[src/design/lpp_pkg.sv]
`timescale 1ns / 1ps
`default_nettype none

package lpp_pkg;

	localparam int unsigned LEVEL_W   = 48;
	localparam int unsigned RATE_W    = 32;
	localparam int unsigned MODE_W    = 2;
	localparam int unsigned CFG_IDX_W = 3;
	localparam int unsigned OUT_W     = ((LEVEL_W + 7) / 8) * 8;

	// register indexes on the config port
	localparam logic [CFG_IDX_W-1:0] REG_RANGE_START = 3'd0;
	localparam logic [CFG_IDX_W-1:0] REG_RANGE_END   = 3'd1;
	localparam logic [CFG_IDX_W-1:0] REG_LOOP_MODE   = 3'd2;
	localparam logic [CFG_IDX_W-1:0] REG_LOOP_FIRST  = 3'd3;
	localparam logic [CFG_IDX_W-1:0] REG_LOOP_LAST   = 3'd4;

	// loop modes; anything above forward wrap behaves as pingpong
	localparam logic [MODE_W-1:0] MODE_OFF = 2'd0;
	localparam logic [MODE_W-1:0] MODE_FWD = 2'd1;

	typedef enum logic [2:0] {
		ST_IDLE,
		ST_DIV,
		ST_MUL,
		ST_LOAD,
		ST_OUT,
		ST_ADV,
		ST_FIX,
		ST_CLIP
	} state_t;

endpackage

`default_nettype wire

[src/design/loop_phasor_position_gen.sv]
`timescale 1ns / 1ps
`default_nettype none
// position tvalid is registered, set once ST_OUT finds the output register free; on a trigger
// edge the divider, ST_MUL and ST_LOAD run before ST_OUT. A new item is taken only in ST_IDLE,
// after the sequencer has walked the last one through its steps, most of them on the one shared
// 49-bit add/saturate unit, with the bit-per-cycle trigger fraction divider on that same adder
// arst_n resets state, config, output valid, position, previous trigger and direction to zero

module loop_phasor_position_gen #(
	parameter int unsigned FRAC_BITS = 16,
	parameter int unsigned TRIG_BITS = 16,
	localparam int unsigned S_TDATA_W = ((TRIG_BITS + lpp_pkg::RATE_W + 7) / 8) * 8
) (
	input  wire logic                           clk,
	input  wire logic                           arst_n,
	// config write channel
	input  wire logic                           cfg_valid,
	output logic                                cfg_ready,
	input  wire logic [lpp_pkg::CFG_IDX_W-1:0]  cfg_index,
	input  wire logic [lpp_pkg::LEVEL_W-1:0]    cfg_data,
	// input items
	input  wire logic                           s_axis_tvalid,
	output logic                                s_axis_tready,
	// tdata fields from bit 0: trigger_sample (TRIG_BITS), step_rate (32), zero pad
	input  wire logic [S_TDATA_W-1:0]           s_axis_tdata,
	// result items
	output logic                                m_axis_tvalid,
	input  wire logic                           m_axis_tready,
	// tdata fields from bit 0: position (48)
	output logic [lpp_pkg::OUT_W-1:0]           m_axis_tdata
);

	import lpp_pkg::*;

	localparam int unsigned L    = LEVEL_W;
	localparam int unsigned AW   = LEVEL_W + 1;      // alu operand width
	localparam int unsigned SW   = LEVEL_W + 2;      // alu raw sum width
	localparam int unsigned PW   = FRAC_BITS + RATE_W + 1;
	localparam int unsigned CNT_W = $clog2(FRAC_BITS);
	localparam logic [CNT_W-1:0] CNT_LAST = CNT_W'(FRAC_BITS - 1);
	localparam logic signed [L-1:0] LEVEL_MAX = {1'b0, {(L-1){1'b1}}};
	localparam logic signed [L-1:0] LEVEL_MIN = {1'b1, {(L-1){1'b0}}};

	// config registers
	logic signed [L-1:0]      range_start_q, range_end_q, loop_first_q, loop_last_q;
	logic [MODE_W-1:0]        loop_mode_q;

	// block state
	logic signed [L-1:0]          level_q;
	logic signed [TRIG_BITS-1:0]  prev_trig_q;
	logic                         going_down_q;

	// per-item working registers
	logic signed [TRIG_BITS-1:0]  cur_q;
	logic signed [RATE_W-1:0]     rate_q;
	logic signed [L-1:0]          lo_q, hi_q, ls_q, le_q;
	logic [MODE_W-1:0]            mode_q;
	logic signed [AW-1:0]         span_q;
	logic                         inside_q;

	// divider and multiplier
	logic [TRIG_BITS-1:0]         rem_q, den_q;
	logic [FRAC_BITS-1:0]         quo_q;
	logic [CNT_W-1:0]             div_cnt_q;
	logic signed [PW-1:0]         prod_q;

	// output register
	logic                         out_valid_q;
	logic [L-1:0]                 out_data_q;

	state_t state_q, state_d;

	// input fields
	logic signed [TRIG_BITS-1:0]  in_trig;
	logic signed [RATE_W-1:0]     in_rate;
	assign in_trig = s_axis_tdata[TRIG_BITS-1:0];
	assign in_rate = s_axis_tdata[TRIG_BITS+RATE_W-1:TRIG_BITS];

	logic in_accept, out_free, trig_edge;
	assign in_accept = s_axis_tvalid && s_axis_tready;
	assign out_free  = !out_valid_q || m_axis_tready;
	// rising trigger: previous at most zero, current above zero
	assign trig_edge = (prev_trig_q <= 0) && (in_trig > 0);

	// trigger fraction operands, both fit in TRIG_BITS unsigned
	logic [TRIG_BITS:0] neg_prev_w, den_w;
	assign neg_prev_w = -{prev_trig_q[TRIG_BITS-1], prev_trig_q};
	assign den_w      = {in_trig[TRIG_BITS-1], in_trig} - {prev_trig_q[TRIG_BITS-1], prev_trig_q};

	// sign-extended rate and its negation
	logic signed [AW-1:0] rate_x, rate_neg;
	assign rate_x   = {{(AW-RATE_W){rate_q[RATE_W-1]}}, rate_q};
	assign rate_neg = -rate_x;

	// reload offset: product floor-shifted by FRAC_BITS
	logic signed [RATE_W:0] offset_w;
	assign offset_w = prod_q[FRAC_BITS+RATE_W:FRAC_BITS];

	logic signed [AW-1:0] level_x;
	assign level_x = {level_q[L-1], level_q};

	// divider step operand
	logic [TRIG_BITS:0] rem_shift;
	assign rem_shift = {rem_q, 1'b0};

	logic inside_w;
	assign inside_w = (level_q >= ls_q) && (level_q <= le_q);

	// shared add/saturate unit
	logic signed [AW-1:0] alu_a, alu_b;
	logic signed [SW-1:0] alu_sum;
	logic signed [L-1:0]  alu_sat;
	logic                 alu_neg;

	always_comb begin
		alu_a = '0;
		alu_b = '0;
		case (state_q)
			ST_DIV: begin
				alu_a = AW'(rem_shift);
				alu_b = -AW'(den_q);
			end
			ST_LOAD: begin
				alu_a = {range_start_q[L-1], range_start_q};
				alu_b = {{(AW-RATE_W-1){offset_w[RATE_W]}}, offset_w};
			end
			ST_OUT: begin
				// loop span, up to 2^48 - 1, kept unsaturated
				alu_a = {le_q[L-1], le_q};
				alu_b = -{ls_q[L-1], ls_q};
			end
			ST_ADV: begin
				alu_a = level_x;
				alu_b = (mode_q[1] && inside_w && going_down_q) ? rate_neg : rate_x;
			end
			ST_FIX: begin
				alu_a = level_x;
				alu_b = rate_q[RATE_W-1] ? span_q : -span_q;
			end
			default: begin
				alu_a = '0;
				alu_b = '0;
			end
		endcase
	end

	assign alu_sum = {alu_a[AW-1], alu_a} + {alu_b[AW-1], alu_b};
	assign alu_neg = alu_sum[SW-1];

	always_comb begin
		if (alu_sum[SW-1:L-1] == '0 || alu_sum[SW-1:L-1] == '1) begin
			alu_sat = alu_sum[L-1:0];
		end else if (alu_neg) begin
			alu_sat = LEVEL_MIN;
		end else begin
			alu_sat = LEVEL_MAX;
		end
	end

	// sequencer
	always_ff @(posedge clk or negedge arst_n) begin
		if (!arst_n) begin
			state_q <= ST_IDLE;
		end else begin
			state_q <= state_d;
		end
	end

	always_comb begin
		state_d       = state_q;
		s_axis_tready = 1'b0;
		case (state_q)
			ST_IDLE: begin
				s_axis_tready = 1'b1;
				if (s_axis_tvalid) begin
					state_d = trig_edge ? ST_DIV : ST_OUT;
				end
			end
			ST_DIV: begin
				if (div_cnt_q == '0) begin
					state_d = ST_MUL;
				end
			end
			ST_MUL:  state_d = ST_LOAD;
			ST_LOAD: state_d = ST_OUT;
			ST_OUT: begin
				// hold here until the output register can take the position
				if (out_free) begin
					state_d = ST_ADV;
				end
			end
			ST_ADV:  state_d = ST_FIX;
			ST_FIX:  state_d = ST_CLIP;
			ST_CLIP: state_d = ST_IDLE;
			default: state_d = ST_IDLE;
		endcase
	end

	// config writes, taken in any cycle
	assign cfg_ready = 1'b1;

	always_ff @(posedge clk or negedge arst_n) begin
		if (!arst_n) begin
			range_start_q <= '0;
			range_end_q   <= '0;
			loop_mode_q   <= MODE_OFF;
			loop_first_q  <= '0;
			loop_last_q   <= '0;
		end else if (cfg_valid) begin
			case (cfg_index)
				REG_RANGE_START: range_start_q <= cfg_data;
				REG_RANGE_END:   range_end_q   <= cfg_data;
				REG_LOOP_MODE:   loop_mode_q   <= cfg_data[MODE_W-1:0];
				REG_LOOP_FIRST:  loop_first_q  <= cfg_data;
				REG_LOOP_LAST:   loop_last_q   <= cfg_data;
				default: ;
			endcase
		end
	end

	// block state: position, previous trigger, pingpong direction
	always_ff @(posedge clk or negedge arst_n) begin
		if (!arst_n) begin
			level_q      <= '0;
			prev_trig_q  <= '0;
			going_down_q <= 1'b0;
		end else begin
			case (state_q)
				ST_LOAD: begin
					// trigger reload, pingpong starts heading down
					level_q <= alu_sat;
					if (mode_q[1]) begin
						going_down_q <= 1'b1;
					end
				end
				ST_ADV: level_q <= alu_sat;
				ST_FIX: begin
					if (mode_q == MODE_FWD) begin
						// single wrap correction by the loop span
						if (!rate_q[RATE_W-1] && level_q > le_q) begin
							level_q <= alu_sat;
						end else if (rate_q[RATE_W-1] && level_q < ls_q) begin
							level_q <= alu_sat;
						end
					end else if (mode_q != MODE_OFF && inside_q) begin
						// reflect at a loop bound
						if (level_q > le_q) begin
							level_q      <= le_q;
							going_down_q <= !going_down_q;
						end else if (level_q < ls_q) begin
							level_q      <= ls_q;
							going_down_q <= !going_down_q;
						end
					end
				end
				ST_CLIP: begin
					if (level_q < lo_q) begin
						level_q <= lo_q;
					end else if (level_q > hi_q) begin
						level_q <= hi_q;
					end
					prev_trig_q <= cur_q;
				end
				default: ;
			endcase
		end
	end

	// per-item datapath registers
	always_ff @(posedge clk) begin
		case (state_q)
			ST_IDLE: begin
				if (in_accept) begin
					cur_q     <= in_trig;
					rate_q    <= in_rate;
					mode_q    <= loop_mode_q;
					lo_q      <= (range_start_q < range_end_q) ? range_start_q : range_end_q;
					hi_q      <= (range_start_q < range_end_q) ? range_end_q : range_start_q;
					ls_q      <= (loop_first_q < loop_last_q) ? loop_first_q : loop_last_q;
					le_q      <= (loop_first_q < loop_last_q) ? loop_last_q : loop_first_q;
					rem_q     <= neg_prev_w[TRIG_BITS-1:0];
					den_q     <= den_w[TRIG_BITS-1:0];
					div_cnt_q <= CNT_LAST;
				end
			end
			ST_DIV: begin
				// restoring division, one quotient bit per cycle
				if (!alu_neg) begin
					rem_q <= alu_sum[TRIG_BITS-1:0];
				end else begin
					rem_q <= rem_shift[TRIG_BITS-1:0];
				end
				quo_q     <= {quo_q[FRAC_BITS-2:0], !alu_neg};
				div_cnt_q <= div_cnt_q - CNT_W'(1);
			end
			ST_MUL: begin
				// fraction 1.q times rate
				prod_q <= PW'($signed({2'b01, quo_q})) * PW'(rate_q);
			end
			ST_OUT: span_q <= alu_sum[AW-1:0];
			ST_ADV: inside_q <= inside_w;
			default: ;
		endcase
	end

	// output register
	always_ff @(posedge clk or negedge arst_n) begin
		if (!arst_n) begin
			out_valid_q <= 1'b0;
		end else if (state_q == ST_OUT && out_free) begin
			out_valid_q <= 1'b1;
		end else if (m_axis_tready) begin
			out_valid_q <= 1'b0;
		end
	end

	always_ff @(posedge clk) begin
		if (state_q == ST_OUT && out_free) begin
			out_data_q <= level_q;
		end
	end

	assign m_axis_tvalid = out_valid_q;
	assign m_axis_tdata  = OUT_W'(out_data_q);

endmodule

`default_nettype wire
[config.mk]
export PLATFORM = sky130hd
export DESIGN_NAME = loop_phasor_position_gen
export DESIGN_NICKNAME = d
export VERILOG_FILES = /design/src/design/lpp_pkg.sv /design/src/design/loop_phasor_position_gen.sv
export SDC_FILE = /design/constraint.sdc
export NUM_CORES = 2
export LEC_CHECK = 0
export BUFFER_PORTS_ARGS = -buffer_cell sky130_fd_sc_hd__buf_2
export CAP_MARGIN = 10
export CORE_MARGIN = 10
export CORE_UTILIZATION = 25
export CTS_CLUSTER_DIAMETER = 60
export DETAILED_ROUTE_END_ITERATION = 8
export GPL_TIMING_DRIVEN = 0
export PLACE_DENSITY_LB_ADDON = 0.2
export SETUP_SLACK_MARGIN = 0.5
export SYNTH_ARGS = -nofsm -noshare
export SYNTH_HDL_FRONTEND = slang
export SYNTH_SLANG_ARGS = --single-unit
[constraint.sdc]
create_clock -name clk -period 12 [get_ports clk]
set_input_delay 3.6 -clock clk [delete_from_list [all_inputs] [get_ports clk]]
set_output_delay 3.6 -clock clk [all_outputs]
set_load 0.1 [all_outputs]
---- Word level (Yosys, flattened, before mapping) ----
Index checks and enable logic that the tools add are counted.
storage, ports and cells
  memories kept ........................... 0
  word-level logic and storage cells ...... 143
  register bits after elaboration ......... 704
  bits in latches ......................... 0
  input port bits ......................... 104
  memory bits (read-only) ................. 0
  RAM bits ................................ 0
cells by class
  reductions and logical operators ........ 36
  equality and inequality tests ........... 25
  $add $sub $neg .......................... 8
  multipliers ............................. 1
  $lt $le $gt $ge ......................... 10
  shift operators ......................... 0
  div/mod/pow operators ................... 0
  bitwise gates (word level) .............. 0
  muxes and demuxes ....................... 38
operators by type and width
  operator                                                                          number
  48-bit 2-to-1 mux                                                                 14
  49-bit case mux with 5 select lines                                               1
  49-bit case mux with 4 select lines                                               1
  48-bit less-than comparator                                                       4
  48-bit case mux with 3 select lines                                               1
  49-bit 2-to-1 mux                                                                 2
  49-bit negator                                                                    2
  48-bit greater-than comparator                                                    2
  49-bit by 49-bit adder with 50-bit output                                         1
  18-bit by 32-bit multiplier with 49-bit output                                    1
  16-bit negator with 49-bit output                                                 1
  32-bit negator with 49-bit output                                                 1
  48-bit greater-or-equal comparator                                                1
  48-bit <= comparator                                                              1
  16-bit 2-to-1 mux                                                                 2
  16-bit case mux with 2 select lines                                               1
  3-bit case mux with 8 select lines                                                1
  3-bit == test, second input constant                                              6
  16-bit by 1-bit greater-than comparator with 1-bit output, second input constant  1
  16-bit by 1-bit <= comparator with 1-bit output, second input constant            1
  16-bit negator                                                                    1
  16-bit subtractor                                                                 1
  2-bit != test, second input constant                                              7
  2-bit AND reduction                                                               7
  other kinds (21)                                                                  57

---- Depth between registers and ports, before layout ----
  depth after elaboration ................. 14
  mapped depth ............................ 30
  mapped depth without buffers ............ 26

---- Worst setup path before layout ----
OpenSTA, ideal clock, no wires.
  kind .................................... input -> register
  start ................................... in s_axis_tvalid
  end ..................................... reg div_cnt_q[0] (enable)
  buffers on the path ..................... 0
  arrival ................................. 10.505 ns
  setup time .............................. 0.401 ns
  stages .................................. 2
  setup slack ............................. 1.094 ns
  cells stage by stage .................... and2_1 -> o21bai_1
between the ends
  longest elaborated chain between the ends .. 3
ends and longest elaborated chain
  what                           RTL line                         RTL
  start: declaration             loop_phasor_position_gen.sv:22   input wire logic s_axis_tvalid,
  1-bit logical AND              loop_phasor_position_gen.sv:80   assign in_accept = s_axis_tvalid && s_axis_tready;
  2-bit != test (no line)        -
  2-bit AND reduction (no line)  -
  end signal: assignment         loop_phasor_position_gen.sv:294  div_cnt_q <= div_cnt_q - CNT_W'(1);
  end: declaration               loop_phasor_position_gen.sv:64   logic [CNT_W-1:0] div_cnt_q;
Every way passes these cells.
A chain may end at the register's enable or synchronous reset.

---- Worst setup path in the final report ----
  start ................................... reg level_q[47]
  end ..................................... reg level_q[5]
between the ends
  longest elaborated chain between the ends .. 14
  elaborated cells between the ends (all ways) .. 31
ends and longest elaborated chain
  what                                                                        RTL line                         RTL
  start: declaration                                                          loop_phasor_position_gen.sv:49   logic signed [L-1:0] level_q;
  start signal: assignment                                                    loop_phasor_position_gen.sv:231  level_q <= alu_sat;
  start signal: assignment                                                    loop_phasor_position_gen.sv:236  ST_ADV: level_q <= alu_sat;
  start signal: assignment                                                    loop_phasor_position_gen.sv:241  level_q <= alu_sat;
  48-bit greater-or-equal comparator or 48-bit <= comparator (tied branches)  loop_phasor_position_gen.sv:107  assign inside_w = (level_q >= ls_q) && (level_q <= le_q);
  1-bit logical AND                                                           loop_phasor_position_gen.sv:107
  1-bit logical AND (2 in a row)                                              loop_phasor_position_gen.sv:134  alu_b = (mode_q[1] && inside_w && going_down_q) ? rate_neg : rate_x;
  49-bit 2-to-1 mux                                                           loop_phasor_position_gen.sv:134
  49-bit case mux with 5 select lines                                         loop_phasor_position_gen.sv:118  case (state_q)
  49-bit by 49-bit adder with 50-bit output                                   loop_phasor_position_gen.sv:147  assign alu_sum = {alu_a[AW-1], alu_a} + {alu_b[AW-1], alu_b};
  3-bit == test or 3-bit logical NOT (tied branches)                          loop_phasor_position_gen.sv:151  if (alu_sum[SW-1:L-1] == '0 || alu_sum[SW-1:L-1] == '1) begin
  1-bit logical OR                                                            loop_phasor_position_gen.sv:151
  48-bit 2-to-1 mux                                                           loop_phasor_position_gen.sv:151
  48-bit 2-to-1 mux                                                           loop_phasor_position_gen.sv:242  end else if (rate_q[RATE_W-1] && level_q < ls_q) begin
  48-bit 2-to-1 mux                                                           loop_phasor_position_gen.sv:240  if (!rate_q[RATE_W-1] && level_q > le_q) begin
  48-bit 2-to-1 mux                                                           loop_phasor_position_gen.sv:238  if (mode_q == MODE_FWD) begin
  48-bit case mux with 3 select lines                                         loop_phasor_position_gen.sv:228  case (state_q)
Parallel ways exist; a longest one is shown, timed or not. The select of a mux whose other input is x is not followed.

==> flow_summary.rst <==
.. list-table::
   :header-rows: 1

   * - Metric
     - Value
   * - X dimension of the die
     - 510 um
   * - Fraction of final layout cells sized beyond drive strength 1
     - 9.25%
   * - Startpoint type of the worst setup path
     - flip-flop
   * - Via count
     - 46,134
   * - CP required
     - 12.67 ns
   * - First-pass GRT wire length
     - 334,000 um
   * - Final GP Congestion
     - 0.926
   * - Quantity of gates resized following cts
     - 0
   * - Most frequent cells in the layout
     - sky130_fd_sc_hd__inv_1, sky130_fd_sc_hd__nand2_1, sky130_fd_sc_hd__fa_1
   * - Share of the synthesized area in compound gates (AO/OA/AOI/OAI)
     - 12.1%
   * - FF-to-FF Start
     - level_q[47]
   * - Tightest Pin Transition
     - 1.33 ns
   * - CTS root buf
     - sky130_fd_sc_hd__clkbuf_16
   * - # H-tree levels
     - 3
   * - CTS Buf Count
     - 99
   * - Class of the tightest hold or removal check
     - flip-flop to flip-flop
   * - Synth Flop Type
     - sky130_fd_sc_hd__edfxtp_1
   * - Setup repair after global routing missed its margin
     - false
   * - Post-CTS setup buffers
     - 0
   * - Critical-path maximum fanout
     - 10
   * - Initial cell density of the core
     - 25.2%
   * - Final Net Count
     - 7,498
   * - Met3 demand-to-capacity share in global routing
     - 2.16%
   * - Post-synth cell types
     - 84
   * - Die H
     - 510 um
   * - Worst setup startpoint
     - level_q[47]
   * - Detailed Route Iter0 Violations
     - 3,694
   * - Clock tree skew after final layout
     - 0.106 ns
   * - Fraction of synthesized cell area in xor and xnor cells
     - 3.29%
   * - Total of max-cap violations
     - 0
   * - Data arrival at the endpoint of the critical path
     - 11.59 ns
   * - Pin count of the biggest net entering global routing
     - 99
   * - RR Endpoint
     - level_q[5]
   * - Global-route met2 utilization
     - 28.9%
   * - Average routed wire per standard cell
     - 23.7 um
   * - Yosys warns
     - 0
   * - Post-synthesis mux area share
     - 5.25%
   * - Final Slew Violations
     - 0
   * - Post-synth EDFFs
     - 425
   * - Commonest non-fill, non-tap cell in the layout
     - sky130_fd_sc_hd__inv_1
   * - Met1 layer usage reported by global route
     - 23.3%
   * - Clock transition time at the flip-flop clock pins of the worst setup and hold paths
     - 0.06 ns
   * - GRT Total Usage
     - 17.5%
   * - Post-Synth Simple-Gate Area
     - 12.2%
   * - Number of routed nets with antenna violations
     - 0
   * - Largest family of logic cells by synthesized area
     - adder cells
   * - Setup violation total in the final timing report
     - 0
   * - Boundary Pins
     - 155
   * - Proportion of register bits with asynchronous set or reset after synthesis
     - 38.2%
   * - Area growth from synthesis to layout
     - 14.1%
   * - Die ar.
     - 260,000 um2
   * - Cell count after synthesis
     - 6,137
   * - Final critical path time including I/O delays and setup
     - 10.92 ns
   * - Number of placement rows
     - 179
   * - Clock tree from TritonCTS
     - done
   * - Synthesized cell area
     - 59,900 um2
   * - Run status
     - finished, final reports clean
   * - Max-slew headroom at the worst pin
     - 11.1%
   * - FF-to-FF setup slack
     - 1.08 ns
   * - Placed wire-length estimate
     - 191,000 um
   * - Kind of critical path
     - flip-flop to flip-flop
   * - Avg Inst Size Synth
     - 9.76 um2
   * - Number of vias per cell
     - 4.77
   * - Post-route fraction of the period consumed by the critical path
     - 91.0%
   * - Pre-Repair DR Iteration Count
     - 6
   * - Initial antenna violation count
     - 11
   * - Maximum root-to-sink buffer count
     - 3
   * - Final hold viol count
     - 0
   * - Total routed wirelength
     - 229,000 um
   * - Most used routing layer
     - met2
   * - Total overflow reported by the global router
     - 0
   * - Count of hold-fix buffers inserted at cts
     - 0
   * - Synthesized-area fraction occupied by adder cells
     - 27.1%
   * - Highest achievable clock rate
     - 0.0915 GHz
   * - Depth of the worst register-to-register path
     - 27
   * - Core Footprint
     - 238,000 um2
   * - Port-buffer cells
     - 153
   * - Number of clock sinks
     - 688
   * - Capture point of the critical path
     - level_q[5]
   * - Count of state elements after synthesis
     - 688
   * - Clock latency of the later-clocked register in the worst-skew pair
     - 0.79 ns
   * - Number of nets in the synthesized netlist
     - 7,228
   * - Remaining routing DRC violations
     - 0
   * - Vias in the first global route
     - 48,028
   * - Endpoint type of the worst setup path
     - flip-flop
   * - Cell area after layout
     - 68,300 um2
   * - Post-place instance area
     - 65,000 um2
   * - Share of the yosys chip area belonging to registers
     - 32.3%
==> kinds of logic (layout without fill, tap and decap cells) <==
logic type,Yosys count,in the layout
fa+ha+maj,987,987
other cells,1,7
buf+inv,1245,1602
flops,688,688
xor+xnor,225,225
mux,285,285
simple gates,1572,1572
compound gates,1134,1134
==> per-layer routing <==
layer	wire (um)	up-vias
li1	-	21399
met4	9790	4
met2	107000	1216
met1	102000	23178
met5	34	-
met3	10100	337
==> sequential cells by signal, summed over array words and instances (netlist names), 16 cells and up <==
name and flops:
den_q 16, le_q 48, rem_q 16, rate_q 32, ls_q 48, range_start_q 48, prod_q 33, level_q 48
span_q 49, range_end_q 48, loop_last_q 48, prev_trig_q 16, lo_q 48, m_axis_tdata 48, hi_q 48, quo_q 16
loop_first_q 48, cur_q 16
==> worst max-delay path, stage by stage (launching register included) <==
cell and delay, ns:
sky130_fd_sc_hd__dfrtp_1 0.55, sky130_fd_sc_hd__ha_1 0.56, sky130_fd_sc_hd__nand4_1 0.20, sky130_fd_sc_hd__nor4_1 0.95, sky130_fd_sc_hd__nand3_1 0.32, sky130_fd_sc_hd__a31oi_1 0.37
sky130_fd_sc_hd__a211o_1 0.16, sky130_fd_sc_hd__mux2i_1 0.83, sky130_fd_sc_hd__a211oi_1 0.11, sky130_fd_sc_hd__buf_4 0.24, sky130_fd_sc_hd__clkbuf_1 0.26, sky130_fd_sc_hd__nor2b_1 0.22
sky130_fd_sc_hd__xnor2_1 0.20, sky130_fd_sc_hd__o211ai_1 0.21, sky130_fd_sc_hd__ha_1 0.44, sky130_fd_sc_hd__o211ai_1 0.11, sky130_fd_sc_hd__o21a_1 0.22, sky130_fd_sc_hd__o21ai_1 0.39
sky130_fd_sc_hd__a2111oi_0 0.30, sky130_fd_sc_hd__or3_1 0.55, sky130_fd_sc_hd__o32a_1 0.42, sky130_fd_sc_hd__a22oi_1 0.41, sky130_fd_sc_hd__buf_1 0.74, sky130_fd_sc_hd__inv_2 0.22
sky130_fd_sc_hd__nor3_1 0.95, sky130_fd_sc_hd__clkbuf_1 0.44, sky130_fd_sc_hd__o21ai_1 0.15, sky130_fd_sc_hd__a31oi_1 0.22
==> cell usage after synthesis (181+ instances only) <==
cell type	n	share of area, %
sky130_fd_sc_hd__ha_1	471	9.8
sky130_fd_sc_hd__clkbuf_1	246	1.5
sky130_fd_sc_hd__dfrtp_1	263	11
sky130_fd_sc_hd__and2_1	181	1.9
sky130_fd_sc_hd__fa_1	516	17
sky130_fd_sc_hd__inv_1	953	6.0
sky130_fd_sc_hd__a21oi_1	289	2.4
sky130_fd_sc_hd__edfxtp_1	425	21
sky130_fd_sc_hd__nand2_1	691	4.3
sky130_fd_sc_hd__nor2_1	302	1.9
sky130_fd_sc_hd__mux2_2	236	4.4
sky130_fd_sc_hd__o21ai_0	290	2.4
==> cell type report <==
class	count	area, um2
multi-input combinational	4204	35900
inverter	958	3600
antenna	6	15.0
sequential	688	19300
tap	3167	3960
buffer	287	1100
clock inverter	71	781
clock buffer	117	2550
fill	25143	170000
timing repair buffer	169	1070
==> through the flow <==
stage / setup WS (ns) / cells / setup TNS (ns) / hold WS [ns] / util, %
global placement: -3.45 / 9457 / -612.73 / 0.434 / 27.2
detailed placement: 0.930 / 9473 / 0 / 0.433 / 27.3
global route: 0.684 / 9663 / 0 / 0.478 / 28.7
finish: 1.08 / 9667 / 0 / 0.443 / 28.7
CTS: 0.785 / 9661 / 0 / 0.445 / 28.7
floorplan: 1.09 / 6137 / 0 / 0.421 / -
==> worst min path at each step <==
| stage | startpoint | endpoint | cells past startpoint |
|---|---|---|---|
| floorplan | loop_mode_q[0] | mode_q[0] | 0 |
| global placement | loop_mode_q[1] | mode_q[1] | 0 |
| detailed placement | loop_mode_q[0] | mode_q[0] | 0 |
| CTS | loop_mode_q[0] | mode_q[0] | 0 |
| global route | cur_q[5] | prev_trig_q[5] | 2 |
| finish | loop_mode_q[0] | mode_q[0] | 0 |
Power is left out: the tool's default activity adds up to more than one toggle a clock period on the data nets, which glitch-free logic cannot reach.
